## src/hdl/dcet_pkg.sv

```systemverilog
`default_nettype none

package dcet_pkg;

   // Default number of door areas.
   localparam int DEF_AREAS = 4;
   // Input channels that carry a level; a mapped channel at or above this reads low.
   localparam int CHANNELS = 8;
   // Areas that have contact bits in the configuration registers and result fields.
   localparam int PACK_AREAS = 4;
   localparam int CSR_DW = 24;
   localparam int CSR_IW = 2;
   localparam int CNT_W = 16;

   // Operation codes.
   localparam logic [2:0] OP_TICK       = 3'd0;
   localparam logic [2:0] OP_SET_STATUS = 3'd1;
   localparam logic [2:0] OP_CLR_OPENED = 3'd2;
   localparam logic [2:0] OP_CLR_CLOSED = 3'd3;
   localparam logic [2:0] OP_RESYNC     = 3'd4;
   localparam logic [2:0] OP_LAST_QUERY = 3'd5;

   // Configuration register indexes.
   localparam logic [CSR_IW-1:0] REG_AREA_COUNT    = 2'd0;
   localparam logic [CSR_IW-1:0] REG_SWITCH_ENABLE = 2'd1;
   localparam logic [CSR_IW-1:0] REG_INVERT_MASK   = 2'd2;
   localparam logic [CSR_IW-1:0] REG_CHANNEL_MAP   = 2'd3;

   typedef struct packed {
      logic [2:0] op;
      logic [7:0] channel_levels;
      logic [7:0] channel_changed;
      logic       in_application;
      logic [1:0] area;
      logic       closed_value;
   } req_type;

   typedef struct packed {
      logic [PACK_AREAS-1:0] door_closed;
      logic [PACK_AREAS-1:0] opened_flags;
      logic [PACK_AREAS-1:0] closed_flags;
      logic [PACK_AREAS-1:0] counting_marks;
      logic [PACK_AREAS-1:0] opened_edges;
      logic [PACK_AREAS-1:0] closed_edges;
      logic                  accepted;
      logic                  contacts_changed;
      logic                  all_closed;
      logic                  last_closed;
      logic [CNT_W-1:0]      opened_count;
      logic [CNT_W-1:0]      closed_count;
   } rsp_type;

   // Static per-lane setup taken from the configuration registers.
   typedef struct packed {
      logic       in_use;
      logic       sel;
      logic [1:0] enable;
      logic [1:0] invert;
      logic [2:0] chan0;
      logic [2:0] chan1;
   } lane_cfg_type;

   // Decoded request broadcast to every lane.
   typedef struct packed {
      logic       accept;
      logic       tick;
      logic       set_ok;
      logic       clr_opened;
      logic       clr_closed;
      logic       resync;
      logic       in_app;
      logic       closed_value;
      logic       synced;
      logic       first_check;
      logic       any_changed;
      logic [7:0] levels;
      logic [7:0] changed;
   } lane_ctrl_type;

   // What one lane reports: next state values and edges of this request.
   typedef struct packed {
      logic             chg_hit;
      logic             closed;
      logic             door_ok;
      logic             opened_edge;
      logic             closed_edge;
      logic             opened_flag;
      logic             closed_flag;
      logic             mark;
      logic [CNT_W-1:0] opened_cnt;
      logic [CNT_W-1:0] closed_cnt;
   } lane_res_type;

endpackage

`default_nettype wire

```

## src/hdl/dcet_lane.sv

```systemverilog
`default_nettype none

module dcet_lane
   import dcet_pkg::*;
(
   input  wire logic          clock,
   input  wire logic          reset,
   input  wire lane_cfg_type  cfg,
   input  wire lane_ctrl_type ctrl,
   output lane_res_type       res
);

   logic             status_ff, status_in;
   logic             prev_ff, prev_in;
   logic             oflag_ff, oflag_in;
   logic             cflag_ff, cflag_in;
   logic             mark_ff, mark_in;
   logic [CNT_W-1:0] ocnt_ff, ocnt_in;
   logic [CNT_W-1:0] ccnt_ff, ccnt_in;

   logic ch0_ok, ch1_ok;
   logic lvl0, lvl1;
   logic cl0, cl1;
   logic any_switch;
   logic sample_closed;
   logic run_edges;
   logic opened, closed;

   // Contact levels; a channel outside the populated range reads low and never changed.
   assign ch0_ok = int'(cfg.chan0) < CHANNELS;
   assign ch1_ok = int'(cfg.chan1) < CHANNELS;
   assign lvl0   = ch0_ok & ctrl.levels[cfg.chan0];
   assign lvl1   = ch1_ok & ctrl.levels[cfg.chan1];
   assign cl0    = cfg.invert[0] ? lvl0 : ~lvl0;
   assign cl1    = cfg.invert[1] ? lvl1 : ~lvl1;

   // The door reads closed only when every enabled contact reads closed.
   assign any_switch    = |cfg.enable;
   assign sample_closed = (~cfg.enable[0] | cl0) & (~cfg.enable[1] | cl1);

   // This lane's contribution to the contacts-ever-changed summary.
   assign res.chg_hit = cfg.in_use &
                        ((cfg.enable[0] & ch0_ok & ctrl.changed[cfg.chan0]) |
                         (cfg.enable[1] & ch1_ok & ctrl.changed[cfg.chan1]));

   // Status update, edge detection, flags and counters.
   always_comb begin
      status_in = status_ff;
      if (ctrl.tick && cfg.in_use && any_switch && (!ctrl.synced || ctrl.any_changed)) begin
         status_in = sample_closed;
      end
      if (ctrl.resync && cfg.in_use && any_switch) begin
         status_in = sample_closed;
      end
      if (ctrl.set_ok && cfg.sel) begin
         status_in = ctrl.closed_value;
      end

      run_edges = (ctrl.tick || ctrl.set_ok) && cfg.in_use && (prev_ff != status_in);
      opened    = run_edges && prev_ff;
      closed    = run_edges && !prev_ff;
      prev_in   = run_edges ? status_in : prev_ff;

      oflag_in = oflag_ff | (opened & ~ctrl.first_check);
      if (ctrl.clr_opened && cfg.in_use) begin
         oflag_in = 1'b0;
      end
      cflag_in = cflag_ff | closed;
      if (ctrl.clr_closed && cfg.in_use) begin
         cflag_in = 1'b0;
      end
      mark_in = mark_ff | (opened & ctrl.in_app);
      ocnt_in = (opened && !ctrl.first_check) ? ocnt_ff + CNT_W'(1) : ocnt_ff;
      ccnt_in = closed ? ccnt_ff + CNT_W'(1) : ccnt_ff;
   end

   always_ff @(posedge clock) begin
      if (reset) begin
         status_ff <= 1'b1;
         prev_ff   <= 1'b1;
         oflag_ff  <= 1'b0;
         cflag_ff  <= 1'b0;
         mark_ff   <= 1'b0;
         ocnt_ff   <= '0;
         ccnt_ff   <= '0;
      end else if (ctrl.accept) begin
         status_ff <= status_in;
         prev_ff   <= prev_in;
         oflag_ff  <= oflag_in;
         cflag_ff  <= cflag_in;
         mark_ff   <= mark_in;
         ocnt_ff   <= ocnt_in;
         ccnt_ff   <= ccnt_in;
      end
   end

   assign res.closed      = status_in;
   assign res.door_ok     = ~cfg.in_use | status_in;
   assign res.opened_edge = opened;
   assign res.closed_edge = closed;
   assign res.opened_flag = oflag_in;
   assign res.closed_flag = cflag_in;
   assign res.mark        = mark_in;
   assign res.opened_cnt  = ocnt_in;
   assign res.closed_cnt  = ccnt_in;

endmodule

`default_nettype wire

```

## src/hdl/dcet_merge.sv

```systemverilog
`default_nettype none

module dcet_merge
   import dcet_pkg::*;
#(
   parameter int AREAS = DEF_AREAS
) (
   input  wire logic         clock,
   input  wire logic         reset,
   input  wire logic         req_valid,
   output logic              req_ready,
   input  wire req_type      req_data,
   output logic              rsp_valid,
   input  wire logic         rsp_ready,
   output rsp_type           rsp_data,
   input  wire lane_res_type lane_res [AREAS],
   output lane_ctrl_type     ctrl
);

   logic    rsp_valid_ff, rsp_valid_in;
   rsp_type rsp_data_ff, rsp_data_in;
   logic    synced_ff, synced_in;
   logic    first_ff, first_in;
   logic    aac_ff, aac_in;

   logic                  accept;
   logic                  any_changed;
   logic                  all_ok;
   logic                  any_opened;
   logic                  is_tick, is_set, is_clr_o, is_clr_c, is_resync, is_query;
   logic                  last;
   logic [AREAS-1:0]      hit_vec, ok_vec, oedge_vec;
   logic [PACK_AREAS-1:0] closed_bits, oflag_bits, cflag_bits, mark_bits;
   logic [PACK_AREAS-1:0] oedge_bits, cedge_bits;
   logic [CNT_W-1:0]      ocnt_sel, ccnt_sel;

   // The result register frees up in the same cycle it is taken.
   assign req_ready = ~rsp_valid_ff | rsp_ready;
   assign accept    = req_valid & req_ready;

   // Gather the per-lane findings.
   for (genvar g = 0; g < AREAS; g++) begin : g_gather
      assign hit_vec[g]   = lane_res[g].chg_hit;
      assign ok_vec[g]    = lane_res[g].door_ok;
      assign oedge_vec[g] = lane_res[g].opened_edge;
   end

   assign any_changed = |hit_vec;
   assign all_ok      = &ok_vec;
   assign any_opened  = |oedge_vec;

   // Only the first few areas appear in the result fields.
   for (genvar g = 0; g < PACK_AREAS; g++) begin : g_pack
      if (g < AREAS) begin : g_lane
         assign closed_bits[g] = lane_res[g].closed;
         assign oflag_bits[g]  = lane_res[g].opened_flag;
         assign cflag_bits[g]  = lane_res[g].closed_flag;
         assign mark_bits[g]   = lane_res[g].mark;
         assign oedge_bits[g]  = lane_res[g].opened_edge;
         assign cedge_bits[g]  = lane_res[g].closed_edge;
      end else begin : g_none
         assign closed_bits[g] = 1'b0;
         assign oflag_bits[g]  = 1'b0;
         assign cflag_bits[g]  = 1'b0;
         assign mark_bits[g]   = 1'b0;
         assign oedge_bits[g]  = 1'b0;
         assign cedge_bits[g]  = 1'b0;
      end
   end

   // Counter readout for the requested area.
   always_comb begin
      ocnt_sel = '0;
      ccnt_sel = '0;
      for (int i = 0; i < AREAS; i++) begin
         if (int'(req_data.area) == i) begin
            ocnt_sel = lane_res[i].opened_cnt;
            ccnt_sel = lane_res[i].closed_cnt;
         end
      end
   end

   // Operation decode.
   always_comb begin
      is_tick   = 1'b0;
      is_set    = 1'b0;
      is_clr_o  = 1'b0;
      is_clr_c  = 1'b0;
      is_resync = 1'b0;
      is_query  = 1'b0;
      unique case (req_data.op)
         OP_TICK:       is_tick   = 1'b1;
         OP_SET_STATUS: is_set    = 1'b1;
         OP_CLR_OPENED: is_clr_o  = 1'b1;
         OP_CLR_CLOSED: is_clr_c  = 1'b1;
         OP_RESYNC:     is_resync = 1'b1;
         OP_LAST_QUERY: is_query  = 1'b1;
         default: begin
         end
      endcase
   end

   always_comb begin
      ctrl.accept       = accept;
      ctrl.tick         = is_tick;
      ctrl.set_ok       = is_set & ~any_changed;
      ctrl.clr_opened   = is_clr_o;
      ctrl.clr_closed   = is_clr_c;
      ctrl.resync       = is_resync;
      ctrl.in_app       = req_data.in_application;
      ctrl.closed_value = req_data.closed_value;
      ctrl.synced       = synced_ff;
      ctrl.first_check  = first_ff;
      ctrl.any_changed  = any_changed;
      ctrl.levels       = req_data.channel_levels;
      ctrl.changed      = req_data.channel_changed;
   end

   // Shared state and the last-door-closed report.
   always_comb begin
      synced_in = synced_ff | is_tick | is_resync;
      first_in  = first_ff & ~(is_tick | ctrl.set_ok);
      aac_in    = aac_ff & ~any_opened;
      last      = 1'b0;
      if (is_query && all_ok && !aac_ff) begin
         aac_in = 1'b1;
         last   = 1'b1;
      end
   end

   // Result assembly.
   always_comb begin
      rsp_data_in.door_closed      = closed_bits;
      rsp_data_in.opened_flags     = oflag_bits;
      rsp_data_in.closed_flags     = cflag_bits;
      rsp_data_in.counting_marks   = mark_bits;
      rsp_data_in.opened_edges     = oedge_bits;
      rsp_data_in.closed_edges     = cedge_bits;
      rsp_data_in.accepted         = ctrl.set_ok;
      rsp_data_in.contacts_changed = any_changed;
      rsp_data_in.all_closed       = all_ok;
      rsp_data_in.last_closed      = last;
      rsp_data_in.opened_count     = ocnt_sel;
      rsp_data_in.closed_count     = ccnt_sel;
      rsp_valid_in = accept | (rsp_valid_ff & ~rsp_ready);
   end

   always_ff @(posedge clock) begin
      if (reset) begin
         rsp_valid_ff <= 1'b0;
         synced_ff    <= 1'b0;
         first_ff     <= 1'b1;
         aac_ff       <= 1'b1;
      end else begin
         rsp_valid_ff <= rsp_valid_in;
         if (accept) begin
            synced_ff <= synced_in;
            first_ff  <= first_in;
            aac_ff    <= aac_in;
         end
      end
   end

   always_ff @(posedge clock) begin
      if (accept) begin
         rsp_data_ff <= rsp_data_in;
      end
   end

   assign rsp_valid = rsp_valid_ff;
   assign rsp_data  = rsp_data_ff;

endmodule

`default_nettype wire

```

## src/hdl/door_contact_event_tracker.sv

```systemverilog
// Door contact event tracker: keeps the open/closed state of up to AREAS doors, each
// watched by up to two contacts that map to input channels with their own polarity.
// Every request (tick, set status, flag clears, resync, last-closed query) yields
// exactly one response that shows the state after the request and the counters of
// the area named in it. Each area has its own lane, and all lanes evaluate a request
// together and combinationally into the response register, so a new request is taken
// every cycle; the single response register is the only buffer, and req_ready drops
// only while a response waits and rsp_ready is low. Configuration writes are taken
// every cycle (csr_ready stays high) and belong in idle periods. Reset is immediate;
// there is no clearing pass.
`default_nettype none

module door_contact_event_tracker
   import dcet_pkg::*;
#(
   parameter int AREAS = DEF_AREAS
) (
   input  wire logic              clock,
   input  wire logic              reset,
   input  wire logic              req_valid,
   output logic                   req_ready,
   input  wire req_type           req_data,
   output logic                   rsp_valid,
   input  wire logic              rsp_ready,
   output rsp_type                rsp_data,
   input  wire logic              csr_valid,
   output logic                   csr_ready,
   input  wire logic [CSR_IW-1:0] csr_index,
   input  wire logic [CSR_DW-1:0] csr_wdata
);

   logic [2:0]        area_count_ff;
   logic [7:0]        switch_enable_ff;
   logic [7:0]        invert_mask_ff;
   logic [CSR_DW-1:0] channel_map_ff;

   lane_cfg_type  lane_cfg [AREAS];
   lane_res_type  lane_res [AREAS];
   lane_ctrl_type ctrl;

   assign csr_ready = 1'b1;

   // Configuration registers.
   always_ff @(posedge clock) begin
      if (reset) begin
         area_count_ff    <= 3'd1;
         switch_enable_ff <= '0;
         invert_mask_ff   <= '0;
         channel_map_ff   <= '0;
      end else if (csr_valid && csr_ready) begin
         unique case (csr_index)
            REG_AREA_COUNT:    area_count_ff    <= csr_wdata[2:0];
            REG_SWITCH_ENABLE: switch_enable_ff <= csr_wdata[7:0];
            REG_INVERT_MASK:   invert_mask_ff   <= csr_wdata[7:0];
            REG_CHANNEL_MAP:   channel_map_ff   <= csr_wdata;
            default: begin
            end
         endcase
      end
   end

   // Per-area lanes; areas beyond the register fields have no contacts.
   for (genvar g = 0; g < AREAS; g++) begin : g_lane
      assign lane_cfg[g].in_use = int'(area_count_ff) > g;
      assign lane_cfg[g].sel    = int'(req_data.area) == g;
      if (g < PACK_AREAS) begin : g_cfg
         assign lane_cfg[g].enable = switch_enable_ff[2*g +: 2];
         assign lane_cfg[g].invert = invert_mask_ff[2*g +: 2];
         assign lane_cfg[g].chan0  = channel_map_ff[6*g +: 3];
         assign lane_cfg[g].chan1  = channel_map_ff[6*g+3 +: 3];
      end else begin : g_nocfg
         assign lane_cfg[g].enable = 2'b00;
         assign lane_cfg[g].invert = 2'b00;
         assign lane_cfg[g].chan0  = 3'd0;
         assign lane_cfg[g].chan1  = 3'd0;
      end

      dcet_lane u_lane (
         .clock (clock),
         .reset (reset),
         .cfg   (lane_cfg[g]),
         .ctrl  (ctrl),
         .res   (lane_res[g])
      );
   end

   // Merge the lane findings, hold shared state and drive the response.
   dcet_merge #(
      .AREAS (AREAS)
   ) u_merge (
      .clock     (clock),
      .reset     (reset),
      .req_valid (req_valid),
      .req_ready (req_ready),
      .req_data  (req_data),
      .rsp_valid (rsp_valid),
      .rsp_ready (rsp_ready),
      .rsp_data  (rsp_data),
      .lane_res  (lane_res),
      .ctrl      (ctrl)
   );

endmodule

`default_nettype wire

```

## config.mk

```make
export PLATFORM = sky130hd
export DESIGN_NAME = door_contact_event_tracker
export DESIGN_NICKNAME = d
export VERILOG_FILES = /design/src/hdl/dcet_pkg.sv /design/src/hdl/dcet_lane.sv /design/src/hdl/dcet_merge.sv /design/src/hdl/door_contact_event_tracker.sv
export SDC_FILE = /design/constraint.sdc
export NUM_CORES = 1
export LEC_CHECK = 0
export BUFFER_PORTS_ARGS = -buffer_cell sky130_fd_sc_hd__buf_2
export CAP_MARGIN = 5
export CORE_ASPECT_RATIO = 0.8
export CORE_UTILIZATION = 38
export CTS_CLUSTER_SIZE = 8
export DETAILED_ROUTE_END_ITERATION = 10
export MAX_ROUTING_LAYER = met4
export SLEW_MARGIN = 25
export SYNTH_ARGS = -nofsm -noshare
export SYNTH_HDL_FRONTEND = slang
export SYNTH_SLANG_ARGS = --single-unit
```

## constraint.sdc

```tcl
create_clock -name clock -period 8.7 [get_ports clock]
set_clock_uncertainty 0.2 [all_clocks]
set_input_delay 0.435 -clock clock [delete_from_list [all_inputs] [get_ports clock]]
set_output_delay 0.435 -clock clock [all_outputs]
set_load 0.005 [all_outputs]
```

==> Word-level counts from Yosys, hierarchy flattened <==
Index checks and enable logic that the tools add are counted.
{ "classes": {"reduce_logical": 81, "n_eq_ne": 15, "bitwise_logic": 88, "mux": 84, "add_sub_neg": 8, "n_lt_le_gt_ge": 12} }
{ "op_table": {"columns": ["operator", "count"], "rows": [
  ["16-bit 2-to-1 mux", 16],
  ["16-bit by 1-bit adder with 16-bit output, second input constant", 8],
  ["1-bit logical AND", 54],
  ["1-bit 2-to-1 mux", 52],
  ["1-bit binary-select mux with 3-bit select", 16],
  ["1-bit bitwise OR", 33],
  ["3-bit by 4-bit < comparator with 1-bit output, second input constant", 8],
  ["1-bit AND", 29],
  ["1-bit inverter", 26],
  ["2-bit AND reduction", 8],
  ["2-bit equality test, second input constant", 4],
  ["2-bit OR reduction", 4],
  ["4-bit OR reduction", 2],
  ["1-bit logical NOT", 7],
  ["3-bit by 2-bit equality test with 1-bit output, second input constant", 2],
  ["3-bit equality test, second input constant", 2],
  ["3-bit by 1-bit greater-than comparator with 1-bit output, second input constant", 2],
  ["3-bit by 2-bit greater-than comparator with 1-bit output, second input constant", 2],
  ["2-bit by 1-bit equality test with 1-bit output, second input constant", 2],
  ["2-bit logical NOT", 2],
  ["1-bit != test", 4],
  ["4-bit AND reduction", 1],
  ["3-bit by 1-bit equality test with 1-bit output, second input constant", 1],
  ["3-bit logical NOT", 1],
  ["1-bit logical OR", 2]
]} }
{ "word_totals": {"in_bits": 54, "output_inout_bits": 63, "regBits": 255, "elab_cells": 336} }

==> Logic depth before layout (Yosys ltp) <==
Gate-level depths: netlist of the first run.
{ "logic_depth": {"word_depth": 20, "ltp_mapped": 16} }

==> Modules after synthesis <==
From an unflattened synthesis of the first run, not the netlist that was laid out.
{ "unflattened": {"cells_unflattened": 1702, "area_unflattened_um2": 16072.9} }
{ "by_module_without_submodules": {"columns": ["mod", "area_per_inst_um2", "cells_each", "seq_area_each_um2", "n_inst"], "rows": [
  ["dcet_lane", 2788.9, 342, 740.7, 4],
  ["dcet_merge", 3040.4, 153, 1881.8, 1],
  ["door_contact_event_tracker", 1876.8, 181, 860.8, 1]
]} }

==> Least setup slack after synthesis of the first run <==
OpenSTA, ideal clock, no wires.
{ "synth_timing": {"path_kind": "register -> register", "startpoint": "register channel_map_ff[22]", "endpoint": "register u_merge.rsp_data_ff, in the netlist u_merge.rsp_data[11], data pin", "setup_time_ns": 0.261, "synth_period_minus_slack_ns": 4.048, "required_time_ns": 8.239, "setup_slack_ns": 4.652, "arrival_time_ns": 3.587, "stages_incl_launch_ff": 14, "cell_sequence": "dfxtp_1 > clkbuf_1 > mux2_2 > o31a_1 > o211ai_1 > nand4_2 > a2111oi_4 > o21ai_2 > or3_1 > buf_2 > nor4_2 > xor2_1 > mux2_2 > a221o_1"} }
{ "synth_between": {"elab_chain_len": 19, "elab_cells_between_ends": 60} }
{ "synth_lines": {"columns": ["item", "line_no", "rtl"], "rows": [
  ["start: declaration", "door_contact_event_tracker.sv:35", "logic [CSR_DW-1:0] channel_map_ff;"],
  ["start signal: assignment", "door_contact_event_tracker.sv:55", "REG_CHANNEL_MAP: channel_map_ff <= csr_wdata;"],
  ["1-bit binary-select mux with 3-bit select", "dcet_lane.sv:44", "(cfg.enable[1] & ch1_ok & ctrl.changed[cfg.chan1]));"],
  ["1-bit 2-to-1 mux (not written as such)", "dcet_lane.sv:44", null],
  ["1-bit AND", "dcet_lane.sv:44", null],
  ["1-bit bitwise OR", "dcet_lane.sv:43", "((cfg.enable[0] & ch0_ok & ctrl.changed[cfg.chan0]) |"],
  ["1-bit AND", "dcet_lane.sv:42", "assign res.chg_hit = cfg.in_use &"],
  ["4-bit OR reduction", "dcet_merge.sv:48", "assign any_changed = |hit_vec;"],
  ["1-bit logical OR", "dcet_lane.sv:49", "if (ctrl.tick && cfg.in_use && any_switch && (!ctrl.synced || ctrl.any_changed)) begin"],
  ["1-bit logical AND", "dcet_lane.sv:49", null],
  ["[2 not listed]", null, null],
  ["1-bit 2-to-1 mux", "dcet_lane.sv:55", "if (ctrl.set_ok && cfg.sel) begin"],
  ["1-bit != test", "dcet_lane.sv:59", "run_edges = (ctrl.tick || ctrl.set_ok) && cfg.in_use && (prev_ff != status_in);"],
  ["1-bit logical AND", "dcet_lane.sv:59", null],
  ["1-bit logical AND", "dcet_lane.sv:61", "closed = run_edges && !prev_ff;"],
  ["16-bit 2-to-1 mux", "dcet_lane.sv:74", "ccnt_in = closed ? ccnt_ff + CNT_W'(1) : ccnt_ff;"],
  ["16-bit 2-to-1 mux (3 in a row)", "dcet_merge.sv:76", "if (int'(req_data.area) == i) begin"],
  ["16-bit 2-to-1 mux *", "dcet_merge.sv:76", null],
  ["named net u_merge.ccnt_sel[11]", "dcet_merge.sv:35", "logic [CNT_W-1:0] ocnt_sel, ccnt_sel;"],
  ["end signal: assignment", "dcet_merge.sv:166", "rsp_data_ff <= rsp_data_in;"],
  ["end: declaration", "dcet_merge.sv:21", "rsp_type rsp_data_ff, rsp_data_in;"]
]} }
Mark *: on every way through the listed nets, which the timed path passes. The rest lies on a longest branch. The select of a mux whose other input is x is not followed.
A chain may end at the register's enable or synchronous reset.

==> run summary, run 1 <==
status: finished, final reports clean
largest net degree at the start of global routing: 99
hold slack: 0.00759 ns
Synth Cell Area: 14900 um^2
TritonRoute pass-1 iters: 9
crit path launch type: flop
Post-synth top flop: dfxtp_1
switching part of the total power: 25.4%
Final Cycle Share: 60.5%
setup TNS: 0 ns
layout cell share with drive strength beyond 1: 14.2%
most frequent cells in the layout: dfxtp_1, nor2_1, nand2_1
DPL Wire Length: 32300 um
Overall Power: 0.00290 W
Comb pwr share: 8.2%
post-layout net count: 1829
# DRC: 0
Mapped Cells: 1674
CP Capture Type: flop
Flop pwr share: 43.5%
fillcell total: 3758
wire length of the first global-routing pass: 72300 um
Die W: 223 um
post-synthesis cell type count: 85
vias in the first global route: 12200
Synth area leader: dfxtp_1
final slew viol count: 0
VDD IR max: 0.146 mV
full die area: 40000 um^2
CP Data Required Time: 8.77 ns
Global Route Usage Sum: 24.0%
Crit Path Max Fanout: 18
CTS tree: built
max_slew headroom: 26.5%
Layout area overhead: 15.3%
Hold Path Class: in -> reg
initial antenna violation count: 1
global route total overflow: 0
Synth Net Count: 1736
worst slew pin tran: 1.10 ns
vias per cell: 5.82
Internal Dissipation: 0.00216 W
min Tclk post-route: 5.26 ns
DRT iter0 DRCs: 1352
Port Buffer Count: 115
CTS clk-pin slew, worst paths: 0.05 ns
Max Buffers Root-to-Sink: 3
H-tree depth: 2
P_sw: 0.000738 W
setup bufs post-CTS: 0
Setup violations, final: 0
yosys warns: 0
pwr dens: 169 nW/um^2
Avg Cell Area, Syn: 8.89 um^2
Root Driver: clkbuf_16
proportion of power drawn by the clock network: 48.3%
area of the multi-input gates: 8560 um^2
final hold vios: 0
Routed WL: 47000 um
gpl congestion: 0.933
die outline height: 179 um
core area: 38400 um^2
fmax: 0.190 GHz
FF/Latch Area: 5710 um^2
ANT nets after route: 0
Area after DPL: 15800 um^2
Max-Cap Viols: 0
post-synthesis sequential area ratio: 38.3%
number of flops mapped to enable cells by yosys: 60
type of the worst setup path: reg -> reg
num rows: 64
Starting Density: 38.7%
FF+latch count, synth: 255
cts bufs inserted: 38
commonest non-fill, non-tap cell in the layout: dfxtp_1
RSZ-0062 raised after global routing: false
top post-synthesis cells by area: dfxtp_1, edfxtp_1, xor2_1, xnor2_1, nor2_1
Avg WL per Cell: 20.5 um
ANT cells: 0
I/O pin count: 117
fin area: 17200 um^2
asr flop ratio synth: 0%
total clock sinks: 255
Lkg Pwr: 6.26 nW
post-synth top area share: 26.2%
CP arrival: 5.34 ns
Clock Latency Late Sink: 0.55 ns
Vias: 13300
cell families (layout without fill, tap and decap cells):
group | after synthesis | count (layout) | synth area share, %
buf+inv | 153 | 271 | 4.20
mux | 91 | 91 | 8.04
other cells | 1 | 1 | 0.0252
compound gates | 272 | 272 | 13.2
xor+xnor | 197 | 197 | 11.6
flops | 255 | 255 | 38.3
fa+ha+maj | 8 | 8 | 0.673
simple gates | 697 | 697 | 23.9
sequential cells by signal, indices dropped and copies added (netlist names), 4 cells and up:
signal	count
invert_mask_ff	8
g_lane.u_lane.cflag_ff	4
g_lane.u_lane.mark_ff	4
g_lane.u_lane.ocnt_ff	64
g_lane.u_lane.oflag_ff	4
g_lane.u_lane.prev_ff	4
u_merge.rsp_data	60
g_lane.u_lane.status_ff	4
switch_enable_ff	8
g_lane.u_lane.ccnt_ff	64
channel_map_ff	24
timing repair:
item                                    4_1_cts  5_1_grt
gates resized for setup                       0        0
endpoints found under the hold margin        34        0
hold buffers                                 25        0
endpoints found under the setup margin        0        0
final cells by class:
class | count | share of cell area [%]
multi-input combinational | 1266 | 49.9
inverter | 45 | 1.01
clock buffer | 62 | 6.25
tap | 495 | 3.61
timing repair buffer | 161 | 5.77
clock inverter | 3 | 0.211
sequential | 255 | 33.3
synthesized netlist by cell type (16+ instances only):
library cell / n
a21oi_1: 67
and3_1: 55
buf_2: 22
clkbuf_1: 76
dfxtp_1: 195
edfxtp_1: 60
inv_1: 37
mux2i_1: 61
mux4_2: 22
nand2_1: 165
nand3_1: 67
nand4_1: 40
nor2_1: 180
nor3_1: 33
nor4_1: 46
o211ai_1: 16
o21ai_0: 43
or3_1: 21
xnor2_1: 97
xor2_1: 100
final timing paths:
kind,to,slack [ns],depth (start not counted),startpoint
worst max-delay path,u_merge.rsp_data[30],3.44,12,area_count_ff[2]
worst min register to register,g_lane[0].u_lane.cflag_ff,0.25,2,g_lane[0].u_lane.cflag_ff
worst min-delay path,g_lane[3].u_lane.mark_ff,0.008,3,req_data[3]
worst max register to register,u_merge.rsp_data[30],3.44,12,area_count_ff[2]
worst max-delay path, stage by stage (launching register included):
cell       delay (ns)
dfxtp_1          0.60
clkinv_1         0.41
nand2_1          0.32
nand2_1          0.09
o41ai_1          0.69
a2111oi_4        0.17
nand3_4          0.19
clkinv_2         0.13
a221o_1          0.48
a21boi_2         0.91
nand4_1          0.22
xnor2_1          0.21
a221o_1          0.37
power by group through the flow:
stage,clock network (W),logic [W],registers (W)
after global routing,0.00148,0.000252,0.00126
after floorplan,0,0.000132,0.00128
after detailed placement,0,0.000224,0.00128
final,0.00140,0.000237,0.00126
after CTS,0.00142,0.000234,0.00126
after global placement,0,0.000223,0.00128
routing by layer:
layer	vias up	wire, um	GRT usage (%)
met5	-	0	-
met1	6465	22500	34.7
met3	74	4040	5.15
li1	6247	-	-
met2	525	19600	33.7
met4	0	872	5.91
metrics by stage:
step | setup WS (ns) | cells | utilization (%)
after floorplan | 4.65 | 1674 | -
final | 3.44 | 2287 | 44.6
after detailed placement | 3.20 | 2197 | 41.1
after global routing | 3.09 | 2287 | 44.6
after global placement | 3.26 | 2197 | 41.1
after CTS | 3.21 | 2287 | 44.6
Power figures use the tool's default switching activity.
==> run 2, diff against run 1 <==
ABC_AREA = 1   (was not set)
clock period = 5.2 ns   (was 8.7 ns; I/O delays follow)
==> run summary, run 2 <==
DPL Wire Length: 34200 um (+5.9%)
final core occ: 44.3% (-0.31 points)
FF/Latch Area: 5710 um^2 (unchanged)
Post-synth top flop: dfxtp_1
type of the worst setup path: reg -> reg
TritonRoute pass-1 iters: 5 (-4)
post-layout net count: 2493 (+36%)
Max-Cap Viols: 0 (unchanged)
Final Cycle Share: 66.0% (+5.5 points)
hold slack: 0.0295 ns (+0.0219 ns)
Avg WL per Cell: 16.0 um (-22%)
post-synthesis compound-gate area fraction: 15.7% (+2.5 points)
CTS tree: built
multiplexer area fraction after synthesis: 0% (-8.0 points)
gpl congestion: 0.919 (-1.4%)
CP arrival: 3.46 ns (-1.88 ns)
yosys warns: 0 (unchanged)
VDD IR max: 0.199 mV (+36%)
Routed WL: 48100 um (+2.4%)
cts bufs inserted: 37 (-2.6%)
FF+latch count, synth: 255 (unchanged)
Die W: 230 um (+2.9%)
area of the multi-input gates: 8270 um^2 (-3.5%)
Layout area overhead: 14.6%
post-synthesis sequential area ratio: 36.2% (-2.2 points)
Crit Path Max Fanout: 25 (+7)
cts repair resizes: 0 (unchanged)
# DRC: 0 (unchanged)
Synth Net Count: 2392 (+38%)
met3 GRT Util: 3.62% (-1.5 points)
pwr dens: 297 nW/um^2 (+76%)
status: finished, final reports clean
crit path launch type: flop
Setup violations, final: 0 (unchanged)
Max Buffers Root-to-Sink: 3 (unchanged)
Post-synth top cells: nand2_1, inv_1, dfxtp_1
Starting Density: 38.7% (-0.041 points)
core area: 40800 um^2 (+6.1%)
die outline height: 184 um (+2.9%)
global route total overflow: 0 (unchanged)
wire length of the first global-routing pass: 77200 um (+6.8%)
Root Driver: clkbuf_16
layer with the highest usage: met2
most frequent cells in the layout: nand2_1, inv_1, dfxtp_1
XOR/XNOR Fraction of Synth Area: 6.05% (-5.5 points)
post-synthesis cell type count: 39 (-54%)
fillcell total: 4205 (+12%)
Vias: 15600 (+17%)
# placed instances: 2902 (+32%)
H-tree depth: 2 (unchanged)
Avg Cell Area, Syn: 6.77 um^2 (-24%)
Post-Layout Cell Count: 3001 (+31%)
most frequent cell after synthesis: nand2_1
Synth Cell Area: 15800 um^2 (+6.0%)
min Tclk post-route: 3.43 ns (-1.83 ns)
fmax: 0.291 GHz (+53%)
top post-synthesis cells by area: dfxtp_1, nand2_1, edfxtp_1, inv_1, xor2_1
asr flop ratio synth: 0% (unchanged)
Lkg Pwr: 8.02 nW (+28%)
commonest non-fill, non-tap cell in the layout: nand2_1
M1 GR Usage: 33.7% (-0.96 points)
post-synth top area share: 24.7% (-1.5 points)
max_slew headroom: 29.4% (+3.0 points)
Clock Latency Late Sink: 0.53 ns (-0.02 ns)
ANT nets after route: 0 (unchanged)
Hold Path Class: in -> reg
full die area: 42300 um^2 (+6.0%)
Synth Area in Simple Gates: 29.9% (+6.0 points)
worst slew pin tran: 1.06 ns (-0.0394 ns)
DRT iter0 DRCs: 1327 (-1.8%)
num rows: 66 (+3.1%)
I/O pin count: 117 (unchanged)
Post-Synth Adder-Cell Area: 0.634% (-0.038 points)
vias per cell: 5.20 (-11%)
main combinational cell family by area after synthesis: simple AND/OR/NAND/NOR gates
total clock sinks: 255 (unchanged)
vias in the first global route: 14100 (+16%)
final hold vios: 0 (unchanged)
largest net degree at the start of global routing: 87 (-12%)
GR Util met2: 34.1% (+0.42 points)
CP Data Required Time: 5.23 ns (-3.54 ns)
setup TNS: 0 ns (unchanged)
Port Buffer Count: 115 (unchanged)
Global Route Usage Sum: 23.4% (-0.64 points)
initial antenna violation count: 1 (unchanged)
CTS clk-pin slew, worst paths: 0.05 ns (about the same)
Synth area leader: dfxtp_1
number of flops mapped to enable cells by yosys: 60 (unchanged)
Mapped Cells: 2330 (+39%)
CP Capture Type: flop
setup bufs post-CTS: 0 (unchanged)
RSZ-0062 raised after global routing: false
final slew viol count: 0 (unchanged)
layout cell share with drive strength beyond 1: 9.12% (-5.1 points)
post-cts hold buffer count: 34 (+36%)
## run 2: logic make-up (layout without fill, tap and decap cells)
group           Yosys count  after routing
other cells               1              2
compound gates          469            469
flops                   255            255
fa+ha+maj                 8              8
simple gates           1036           1036
xor+xnor                109            109
buf+inv                 452            578
## run 2: worst paths after layout
check	startpoint	to	slack (ns)	cells after the start
max	channel_map_ff[18]	u_merge.rsp_data[0]	1.77	19
min	csr_index[1]	area_count_ff[1]	0.03	5
max reg2reg	channel_map_ff[18]	u_merge.rsp_data[0]	1.77	19
min reg2reg	u_merge.aac_ff	u_merge.aac_ff	0.26	2
## run 2: where the power goes
| group | total, W | internal [W] | switching [W] |
|---|---|---|---|
| clock | 0.00229 | 0.00138 | 0.000912 |
| sequential | 0.00230 | 0.00218 | 0.000118 |
| combinational | 0.000783 | 0.000264 | 0.000519 |
## run 2: area by class of cell
class / instances / share of cell area, %
antenna: 1 / 0.0138
tap: 544 / 3.76
inverter: 354 / 7.49
clock inverter: 1 / 0.0484
sequential: 255 / 31.5
multi-input combinational: 1623 / 45.7
timing repair buffer: 160 / 5.53
clock buffer: 63 / 5.89
## run 2: worst max-delay path, stage by stage, from the launching register on
cell,delay [ns]
dfxtp_1,0.56
inv_1,0.23
nand2_1,0.10
nand3_1,0.07
nand3_1,0.10
nand3_1,0.06
nand2_1,0.08
nand2_1,0.06
nand2_1,0.11
nor2_4,0.06
nand2_2,0.13
nand3_1,0.09
nand3_1,0.10
nand2_2,0.12
inv_2,0.14
nand3_4,0.30
inv_4,0.25
nand2_1,0.09
nand3_1,0.09
nand4_1,0.17
## run 2: through the flow
stage | setup WS (ns) | power [W] | instance area [um^2]
2_1_floorplan | 1.60 | 0.00284 | 15800
3_3_place_gp | 1.82 | 0.00307 | 16700
3_5_place_dp | 1.82 | 0.00308 | 16700
4_1_cts | 1.79 | 0.00542 | 18100
5_1_grt | 1.43 | 0.00563 | 18100
6_report | 1.77 | 0.00537 | 18100
## run 2: metal layers
| metal | vias up | part of all wire (%) |
|---|---|---|
| met5 | - | 0 |
| met4 | 0 | 1.4 |
| met3 | 60 | 7.5 |
| met2 | 585 | 42 |
| met1 | 7118 | 49 |
| li1 | 7838 | - |
